## config.mk

```make
export PLATFORM = sky130hd
export DESIGN_NAME = imu_frame_receiver_top
export DESIGN_NICKNAME = d
export VERILOG_FILES = /design/src/imfr_pkg.sv /design/src/imu_frame_receiver_top.sv
export SDC_FILE = /design/constraint.sdc
export NUM_CORES = 1
export LEC_CHECK = 0
export BUFFER_PORTS_ARGS = -buffer_cell sky130_fd_sc_hd__buf_4
export CAP_MARGIN = 20
export CORE_MARGIN = 5
export CORE_UTILIZATION = 64
export CTS_CLUSTER_SIZE = 24
export DETAILED_ROUTE_END_ITERATION = 8
export GPL_TIMING_DRIVEN = 0
export PLACE_DENSITY = 0.84
export SYNTH_ARGS = -nofsm -noshare
export SYNTH_HDL_FRONTEND = slang
export SYNTH_SLANG_ARGS = --single-unit
```

## constraint.sdc

```tcl
create_clock -name clk -period 19.3 [get_ports clk]
set_clock_uncertainty 0.2 [all_clocks]
set_input_delay 0.965 -clock clk [delete_from_list [all_inputs] [get_ports clk]]
set_output_delay 0.965 -clock clk [all_outputs]
set_load 0.03 [all_outputs]
```

## src/imfr_pkg.sv

```systemverilog
package imfr_pkg;

	localparam int MaxItems = 16;
	localparam int NumRegs  = 6;

	localparam logic [7:0]  Preamble   = 8'hFA;
	localparam logic [7:0]  BusMaster  = 8'hFF;
	localparam logic [7:0]  BusFirst   = 8'h01;
	localparam logic [15:0] StatusId   = 16'hE010;
	localparam logic [7:0]  SizeBadMsk = 8'hE1;

	localparam logic [2:0] EV_WORD     = 3'd0;
	localparam logic [2:0] EV_FRAME_OK = 3'd1;
	localparam logic [2:0] EV_BAD_CS   = 3'd2;
	localparam logic [2:0] EV_ACK      = 3'd3;
	localparam logic [2:0] EV_FLAGS    = 3'd4;
	localparam logic [2:0] EV_OUTCFG   = 3'd5;
	localparam logic [2:0] EV_ABORT    = 3'd6;

	localparam logic [2:0] REG_DATA   = 3'd0;
	localparam logic [2:0] REG_WAKEUP = 3'd1;
	localparam logic [2:0] REG_CFGACK = 3'd2;
	localparam logic [2:0] REG_MEAS   = 3'd3;
	localparam logic [2:0] REG_FLAGS  = 3'd4;
	localparam logic [2:0] REG_OUTCFG = 3'd5;

	typedef struct packed {
		logic [4:0]  item_count;
		logic [7:0]  status_byte;
		logic [31:0] option_flags;
		logic [1:0]  ack_which;
		logic        item_last;
		logic [31:0] word_value;
		logic [2:0]  word_index;
		logic [4:0]  item_size;
		logic [15:0] item_id;
		logic [2:0]  event_res;
	} result_t;

endpackage

```

## src/imu_frame_receiver_top.sv

```systemverilog
// IMU reply frame receiver.
// s_axis: one received serial byte per word (tdata[7:0]).
// m_axis: one result word per event; tdata carries the result fields packed.
// cfg: write channel (cfg_index, cfg_data) for the six message id registers;
//   write only while the block is idle. cfg_ready is always high.
// Each accepted byte is parsed in the cycle it is taken; a result, if any,
// appears on m_axis in the next cycle. One byte per cycle is sustained while
// m_axis_tready is high: the single result register acts as the stage between
// input and output, and s_axis_tready stays high while it is empty or being taken.
// When the receiver stalls m_axis_tready, the result holds and s_axis_tready
// drops until it is taken; bytes that give no result still need that slot
// free, since the next byte may produce one.
// Reset: parser hunts for the preamble, all parser state cleared, id registers
// take their defaults (54, 62, 49, 17, 73, 193), no result pending.
// Frame: 0xFA, bus id 0xFF/0x01, message id, length, payload, checksum.
// Data frames split into items (id, size, data words big-endian); status
// item 0xE010 updates the status byte carried in every result.
module imu_frame_receiver_top (
	input  logic         clk,
	input  logic         arst_n,
	input  logic         s_axis_tvalid,
	output logic         s_axis_tready,
	input  logic [7:0]   s_axis_tdata,   // [7:0] rx_byte
	output logic         m_axis_tvalid,
	input  logic         m_axis_tready,
	// [2:0] event_res, [18:3] item_id, [23:19] item_size, [26:24] word_index,
	// [58:27] word_value, [59] item_last, [61:60] ack_which,
	// [93:62] option_flags, [101:94] status_byte, [106:102] item_count,
	// [111:107] zero
	output logic [111:0] m_axis_tdata,
	input  logic         cfg_valid,
	output logic         cfg_ready,
	input  logic [2:0]   cfg_index,
	input  logic [7:0]   cfg_data
);

	typedef enum logic [3:0] {
		PH_HUNT, PH_BUS, PH_MSGID, PH_LEN, PH_ITEM_HI, PH_ITEM_LO, PH_ITEM_SIZE,
		PH_STATUS_SIZE, PH_STATUS_VAL, PH_ITEM_DATA, PH_ACK_CS, PH_FLAGS_DATA,
		PH_OUTCFG_DATA, PH_FINAL_CS
	} phase_t;

	phase_t      phase_q, phase_d;
	logic [7:0]  cfg_q [imfr_pkg::NumRegs];
	logic [7:0]  sum_q, sum_d, len_q, len_d, cnt_q, cnt_d, status_q, status_d;
	logic [2:0]  kind_q, kind_d;
	logic [15:0] id_q, id_d;
	logic [4:0]  size_q, size_d, sub_q, sub_d, done_q, done_d;
	logic [31:0] acc_q, acc_d, flags_q, flags_d;

	imfr_pkg::result_t res_d, res_q;
	logic res_v_d, res_vld_q;

	logic       take;
	logic [7:0] c, sum_add, left;
	logic [1:0] pos;
	logic [4:0] sub_inc;
	logic       last, found;
	logic [2:0] hit;

	assign cfg_ready     = 1'b1;
	assign s_axis_tready = !res_vld_q || m_axis_tready;
	assign take          = s_axis_tvalid && s_axis_tready;
	assign c             = s_axis_tdata;
	assign sum_add       = sum_q + c;
	assign m_axis_tvalid = res_vld_q;
	assign m_axis_tdata  = {5'd0, res_q};

	// first matching register wins
	always_comb begin
		found = 1'b0;
		hit   = imfr_pkg::REG_DATA;
		for (int k = imfr_pkg::NumRegs - 1; k >= 0; k--) begin
			if (c == cfg_q[k]) begin
				found = 1'b1;
				hit   = 3'(k);
			end
		end
	end

	always_comb begin
		phase_d  = phase_q;
		sum_d    = sum_q;
		len_d    = len_q;
		cnt_d    = cnt_q;
		kind_d   = kind_q;
		id_d     = id_q;
		size_d   = size_q;
		sub_d    = sub_q;
		acc_d    = acc_q;
		flags_d  = flags_q;
		done_d   = done_q;
		status_d = status_q;
		res_v_d  = 1'b0;
		res_d    = '0;
		left     = len_q - cnt_q;
		pos      = sub_q[1:0];
		sub_inc  = sub_q + 5'd1;
		last     = (sub_inc == size_q);
		if (phase_q != PH_HUNT && phase_q != PH_BUS)
			sum_d = sum_add;
		unique case (phase_q)
			PH_HUNT: begin
				if (c == imfr_pkg::Preamble) phase_d = PH_BUS;
			end
			PH_BUS: begin
				if (c == imfr_pkg::BusMaster || c == imfr_pkg::BusFirst) begin
					sum_d   = c;
					phase_d = PH_MSGID;
				end else if (c != imfr_pkg::Preamble) begin
					phase_d = PH_HUNT;
				end
			end
			PH_MSGID: begin
				phase_d = found ? PH_LEN : PH_HUNT;
				if (found) kind_d = hit;
			end
			PH_LEN: begin
				phase_d = PH_HUNT;
				cnt_d   = '0;
				unique case (kind_q)
					imfr_pkg::REG_DATA: begin
						len_d  = c;
						done_d = '0;
						sub_d  = '0;
						if (c != 8'd0) phase_d = PH_ITEM_HI;
					end
					imfr_pkg::REG_WAKEUP, imfr_pkg::REG_CFGACK, imfr_pkg::REG_MEAS: begin
						if (c == 8'd0) phase_d = PH_ACK_CS;
					end
					imfr_pkg::REG_FLAGS: begin
						if (c == 8'd0) begin
							phase_d = PH_ACK_CS;
						end else if (c == 8'd4) begin
							flags_d = '0;
							phase_d = PH_FLAGS_DATA;
						end
					end
					default: begin
						if (c == 8'd12) phase_d = PH_OUTCFG_DATA;
					end
				endcase
			end
			PH_ITEM_HI: begin
				if (cnt_q == len_q) begin
					phase_d         = PH_HUNT;
					res_v_d         = 1'b1;
					res_d.event_res = (sum_add == 8'd0) ? imfr_pkg::EV_FRAME_OK
					                                    : imfr_pkg::EV_BAD_CS;
					res_d.item_count = done_q;
				end else if (cnt_q > len_q || left < 8'd3) begin
					phase_d          = PH_HUNT;
					res_v_d          = 1'b1;
					res_d.event_res  = imfr_pkg::EV_ABORT;
					res_d.item_count = done_q;
				end else begin
					cnt_d   = cnt_q + 8'd1;
					id_d    = {c, 8'd0};
					phase_d = PH_ITEM_LO;
				end
			end
			PH_ITEM_LO: begin
				cnt_d   = cnt_q + 8'd1;
				id_d    = {id_q[15:8], c};
				phase_d = ({id_q[15:8], c} == imfr_pkg::StatusId) ? PH_STATUS_SIZE
				                                                  : PH_ITEM_SIZE;
			end
			PH_ITEM_SIZE: begin
				cnt_d = cnt_q + 8'd1;
				if ((c & imfr_pkg::SizeBadMsk) != 8'd0 || c > (left - 8'd1)) begin
					phase_d          = PH_HUNT;
					res_v_d          = 1'b1;
					res_d.event_res  = imfr_pkg::EV_ABORT;
					res_d.item_count = done_q;
				end else begin
					size_d = c[4:0];
					sub_d  = '0;
					if (c == 8'd0) begin
						if (done_q < 5'(imfr_pkg::MaxItems)) done_d = done_q + 5'd1;
						phase_d = PH_ITEM_HI;
					end else begin
						phase_d = PH_ITEM_DATA;
					end
				end
			end
			PH_STATUS_SIZE: begin
				cnt_d = cnt_q + 8'd1;
				if (c != 8'd1 || (cnt_q + 8'd1) >= len_q) begin
					phase_d          = PH_HUNT;
					res_v_d          = 1'b1;
					res_d.event_res  = imfr_pkg::EV_ABORT;
					res_d.item_count = done_q;
				end else begin
					size_d  = 5'd1;
					phase_d = PH_STATUS_VAL;
				end
			end
			PH_STATUS_VAL: begin
				cnt_d    = cnt_q + 8'd1;
				status_d = c;
				phase_d  = PH_ITEM_HI;
			end
			PH_ITEM_DATA: begin
				cnt_d = cnt_q + 8'd1;
				acc_d = (pos == 2'd0) ? 32'd0 : acc_q;
				case (pos)
					2'd0:    acc_d[31:24] = c;
					2'd1:    acc_d[23:16] = c;
					2'd2:    acc_d[15:8]  = c;
					default: acc_d[7:0]   = c;
				endcase
				sub_d = sub_inc;
				if (last) begin
					if (done_q < 5'(imfr_pkg::MaxItems)) done_d = done_q + 5'd1;
					phase_d = PH_ITEM_HI;
				end
				if (pos == 2'd3 || last) begin
					res_v_d          = 1'b1;
					res_d.event_res  = imfr_pkg::EV_WORD;
					res_d.item_id    = id_q;
					res_d.item_size  = size_q;
					res_d.word_index = sub_q[4:2];
					res_d.word_value = acc_d;
					res_d.item_last  = last;
				end
			end
			PH_ACK_CS: begin
				phase_d = PH_HUNT;
				if (sum_add == 8'd0) begin
					res_v_d         = 1'b1;
					res_d.event_res = imfr_pkg::EV_ACK;
					res_d.ack_which = 2'(kind_q - 3'd1);
				end
			end
			PH_FLAGS_DATA: begin
				flags_d = {flags_q[23:0], c};
				cnt_d   = cnt_q + 8'd1;
				if (cnt_q + 8'd1 >= 8'd4) phase_d = PH_FINAL_CS;
			end
			PH_OUTCFG_DATA: begin
				cnt_d = cnt_q + 8'd1;
				if (cnt_q + 8'd1 >= 8'd12) phase_d = PH_FINAL_CS;
			end
			PH_FINAL_CS: begin
				phase_d = PH_HUNT;
				if (sum_add == 8'd0) begin
					res_v_d = 1'b1;
					if (kind_q == imfr_pkg::REG_FLAGS) begin
						res_d.event_res    = imfr_pkg::EV_FLAGS;
						res_d.option_flags = flags_q;
					end else begin
						res_d.event_res = imfr_pkg::EV_OUTCFG;
					end
				end
			end
			default: phase_d = PH_HUNT;
		endcase
		res_d.status_byte = status_q;
	end

	always_ff @(posedge clk or negedge arst_n) begin
		if (!arst_n) begin
			phase_q   <= PH_HUNT;
			sum_q     <= '0;
			len_q     <= '0;
			cnt_q     <= '0;
			kind_q    <= '0;
			id_q      <= '0;
			size_q    <= '0;
			sub_q     <= '0;
			acc_q     <= '0;
			flags_q   <= '0;
			done_q    <= '0;
			status_q  <= '0;
			res_vld_q <= 1'b0;
			cfg_q[0]  <= 8'd54;
			cfg_q[1]  <= 8'd62;
			cfg_q[2]  <= 8'd49;
			cfg_q[3]  <= 8'd17;
			cfg_q[4]  <= 8'd73;
			cfg_q[5]  <= 8'd193;
		end else begin
			if (cfg_valid && cfg_index < 3'(imfr_pkg::NumRegs))
				cfg_q[cfg_index] <= cfg_data;
			if (take) begin
				phase_q  <= phase_d;
				sum_q    <= sum_d;
				len_q    <= len_d;
				cnt_q    <= cnt_d;
				kind_q   <= kind_d;
				id_q     <= id_d;
				size_q   <= size_d;
				sub_q    <= sub_d;
				acc_q    <= acc_d;
				flags_q  <= flags_d;
				done_q   <= done_d;
				status_q <= status_d;
			end
			if (take) res_vld_q <= res_v_d;
			else if (m_axis_tready) res_vld_q <= 1'b0;
		end
	end

	always_ff @(posedge clk) begin
		if (take && res_v_d) res_q <= res_d;
	end

endmodule
```

After elaboration in Yosys (flattened, before gate mapping) --
Cells that the tools add are included.
Storage, ports and cells: bits in registers 290
Cells by class: add/subtract/negate cells 7, $lt $le $gt $ge 10, equality and inequality tests 51, multiplexer cells 87, bitwise operators 4, reduce and logical (&&, ||, !) cells 45
Operators with widths (number):
- 2-to-1 mux 32 bit | 4
- 2-to-1 mux 8 bit | 10
- one-hot mux 32 bit (2 select lines) | 1
- 2-to-1 mux 5 bit | 12
- == test 8 bit | 7
- 2-to-1 mux 4 bit | 14
- bitwise mux 48 bit | 1
- one-hot mux 4 bit (12 select lines) | 1
- one-hot mux 5 bit (3 select lines) | 3
- 2-to-1 mux 3 bit | 13
- 2-to-1 mux 16 bit | 2
- one-hot mux 16 bit (2 select lines) | 1
- != test 2 bit (second input constant) | 13
- demux 8 bit (select 3 bit) | 1
- == test 4 bit (second input constant) | 6
- one-hot mux 8 bit (3 select lines) | 1
- one-hot mux 3 bit (6 select lines) | 1
- == test 16 bit (second input constant) | 1
- == test 4 x 3 -> 1 bit (second input constant) | 4
- == test 8 bit (second input constant) | 2
- > comparator 8 bit | 2
- zero test 8 bit | 2
- 2-to-1 mux 1 bit | 16
- AND reduction 4 bit | 4
- 52 further kinds | 82

Logic depth before layout (Yosys ltp) --
depth after elaboration 9, gate-level depth with buffers 17, gate-level depth less buffers 17

Worst setup path after synthesis --
No wires, ideal clock.
kind register -> register, from reg cnt_q[0], to reg res_q, in the netlist m_axis_tdata[0] (enable), setup time 637 ps, arrival time 8839 ps, setup slack 9625 ps, cell stages (with the launch flop) 17, clock period less this slack 9675 ps, cell sequence dfrtp_1 > ha_1 > fa_1 > nand2b_1 > a211o_1 > a311oi_2 > nand4_1 > nor4_1 > xnor2_1 > ha_1 > nand4_1 > nor3_2 > a21oi_1 > a21oi_1 > a211o_2 > nor2b_2 > a31oi_1
On the way: longest elaborated chain between the ends 7
Ends and longest elaborated chain:
- start: declaration | RTL line imu_frame_receiver_top.sv:45 | logic [7:0] sum_q, sum_d, len_q, len_d, cnt_q, cnt_d, status_q, status_d;
- start signal: assignment | RTL line imu_frame_receiver_top.sv:289 | cnt_q <= cnt_d;
- subtractor 8 bit | RTL line imu_frame_receiver_top.sv:96 | left = len_q - cnt_q;
- subtractor 8 x 1 -> 8 bit / < comparator 8 x 2 -> 1 bit (equally long branches) | RTL line imu_frame_receiver_top.sv:170, imu_frame_receiver_top.sv:151
- > comparator 8 bit / logical OR 1 bit (equally long branches) | RTL line imu_frame_receiver_top.sv:170, imu_frame_receiver_top.sv:151
- logical OR 1 bit / 2-to-1 mux 1 bit (equally long branches) | RTL line imu_frame_receiver_top.sv:170, imu_frame_receiver_top.sv:151
- 2-to-1 mux 1 bit (on tied branches) | RTL line imu_frame_receiver_top.sv:170, imu_frame_receiver_top.sv:145
- one-hot mux 1 bit (5 select lines) (*) | RTL line imu_frame_receiver_top.sv:102 | unique case (phase_q)
- logical AND 1 bit (*) | RTL line imu_frame_receiver_top.sv:305 | if (take && res_v_d) res_q <= res_d;
- end signal: assignment | RTL line imu_frame_receiver_top.sv:305
- end: declaration | RTL line imu_frame_receiver_top.sv:51 | imfr_pkg::result_t res_d, res_q;
Every way passes the cells marked *; elsewhere a longest branch is shown, timed or not. A chain may end at the register's enable or synchronous reset.

Final worst setup path --
from reg cnt_q[0], to reg res_q, in the netlist m_axis_tdata[7] (enable)
The elaborated chain is that of the path after synthesis.

==> metrics <==
setup TNS 0 ps; Layout area overhead 17.59%; synthesized area 0.01439 mm2; CTS clk-pin slew, worst paths 60 ps; DP Area 0.01585 mm2; Design Area, Final 0.01692 mm2; Vias 10.49k; vias in the first global route 10.56k; I/O Buffers 130; Reg2Reg Setup Slack 13,250 ps; routed wire length 35,430 um; worst r2r dst m_axis_tdata[7]; Vias/cell 6.185; Synth Flop Type dfrtp_1; endpoints failing setup 0; WL per Instance 20.89 um; Setup Fix Bufs, Post-CTS 0; clock power share 0.241; max_cap viols 0; row cnt 54; CP Max Fanout 33; DRT iter0 DRCs 923; Hold Buf Count CTS 0; Worst VDD drop 0.0001665 V; Pre-antenna DRT Iters 8; Unique masters post-synth 86; R2R depth 18; Most Crowded Layer GR met2; area of the die 0.02558 mm2; Logic pwr share 0.398; Num CTS Buffers 30; Crit Reg-Reg Startpoint cnt_q[0]; CTS max path bufs 3; pins over their slew limit 0; nets 1,462; syn_area_per_cell 11.80 um2; worst hold path class input pin to async pin; cts repair resizes 0; initial antenna violation count 0; Setup crit end kind register; ys async rst share 0.6310; P_leak 7.210 nW; dpl cells 1,637; Power Density 149.5 mW/mm2; Tmin final 6047 ps; GR Util met3 0.05026; DRC viols 0; EDFF count, synth 107; Clock Latency Late Sink 570 ps; Non-Filler Instances 1,696; GRT Residual Overflow 0; post-layout util 0.7704; f_max 0.1654 GHz; most frequent cells in the layout dfrtp_1 (163), buf_4 (137), edfxtp_1 (107); main area contributors after synthesis dfrtp_1 (28%), edfxtp_1 (22%), mux2_2 (5.2%), a22o_1 (4.0%), ha_1 (3.8%); post-synthesis sequential area ratio 0.5434; Int Power 0.001595 W; Num Clock Sinks 290; met1 Use GR 0.3722; sw frac 0.3694; most common cell after layout, fill and taps aside dfrtp_1; Syn Inst Count 1,219; Diodes inserted 0; status complete, no violations; unrepaired setup endpoints after global routing no; largest net degree at the start of global routing 108; I/O pin count 139; headroom to the max-slew limit 0.3249; H-tree depth 1; gpl congestion 0.9139; layout cells sized above 1 0.2394; required time worst endpoint 19,370 ps; Psw 0.0009344 W; All-Layer GR Usage 0.2741; Die X 159.9 um; worst setup path class register to register; Worst Path Arrival 6120 ps; Synth top area share 0.2835; final antenna-violating net count 0; Synth Warn # 0; hpwl dp 24,080 um; period utilization 0.3133; post-synthesis register bit count 290; count of final hold-check violations 0; Slew @ Worst Pin 1013 ps; GRT met2 Usage 0.4484; Die H 159.9 um; Critical Path Source Type register; first-pass GRT wire length 57,170 um; root buf cell clkbuf_16; Seq pwr share 0.361; Core ar. 0.02196 mm2; post-synth top area cell dfrtp_1; clock tree from TritonCTS built; Initial Util 0.6552
[per-layer routing]
| metal | routed length, um | up-vias | part of all wire |
|---|---|---|---|
| met4 | 1194 | 0 | 0.034 |
| met5 | 0 | - | 0 |
| met2 | 17140 | 445 | 0.48 |
| met3 | 2692 | 97 | 0.076 |
| met1 | 14410 | 5184 | 0.41 |
| li1 | - | 4764 | - |
[area by class of cell]
class	count	area, um2
buffer	73	375.4
clock buffer	33	762.0
clock inverter	23	291.5
fill	1406	5042
inverter	42	157.7
multi-input combinational	818	6066
sequential	290	7818
tap	280	350.3
timing repair buffer	137	1096
[worst max-delay path, stage by stage (launching register included)]
cell      delay [ps]
dfrtp_1          500
ha_1             280
fa_1             450
nand2b_1         210
a211o_1          280
a311oi_2         350
nand4_1          220
nor4_1           290
xnor2_1          180
ha_1             280
nand4_1          150
nor3_2            70
a21oi_1          230
a21oi_1          100
a211o_2          380
nor2b_2          240
a31oi_4          800
buf_12           290
buf_12           220
[power by group through the flow]
stage	sequential, W	clock [W]	combinational, W
2_1_floorplan	0.000958	0	0.000695
3_3_place_gp	0.000925	0	0.000945
3_5_place_dp	0.000920	0	0.000988
4_1_cts	0.000912	0.000613	0.00100
5_1_grt	0.000930	0.000641	0.00111
6_report	0.000914	0.000609	0.00101
[cells in the mapped netlist (all sizes together) (39+ instances only)]
library cell  instances
and2                 52
inv                  42
nor2                 92
edfxtp              107
mux2                 70
buf                  39
ha                   44
xor2                 41
nand2                63
o21ai                45
a22o                 66
dfrtp               163
[cells by family after synthesis]
group | share of synthesized area
DFF | 0.5434
xor gates and xnor gates | 0.04783
buffers and inverters | 0.03705
other | 0.0005220
and+or+nand+nor | 0.1364
adders and majority gates | 0.04105
AOI/OAI and AO/OA | 0.1272
muxes | 0.06662
[through the flow]
stage               total power (W)  worst slack [ps]  hold WS (ps)
floorplan                  0.001653              9625         219.4
global placement           0.001869              7162         226.8
detailed placement         0.001908             13190         227.5
CTS                        0.002526             13230         181.1
global route               0.002679             12780         203.2
finish                     0.002530             13250         164.6
[flip-flops by register name (all words and copies together) (netlist names), 8 cells and up]
signal and cells:
m_axis_tdata 107, status_q 8, sum_q 8, acc_q 32, id_q 16, len_q 8, flags_q 32, cfg_q 48
cnt_q 8
[worst max-delay path by stage]
stage | startpoint | end | slack [ps] | cells after the start
global placement | s_axis_tdata[1] | m_axis_tdata[7] | 7160 | 12
detailed placement | s_axis_tdata[1] | m_axis_tdata[9] | 13190 | 14
CTS | cnt_q[0] | m_axis_tdata[7] | 13230 | 18
finish | cnt_q[0] | m_axis_tdata[7] | 13250 | 18
floorplan | cnt_q[0] | m_axis_tdata[0] | 9620 | 16
global route | cnt_q[0] | m_axis_tdata[7] | 12780 | 18
Note: power is estimated with default switching activity, not from simulation.
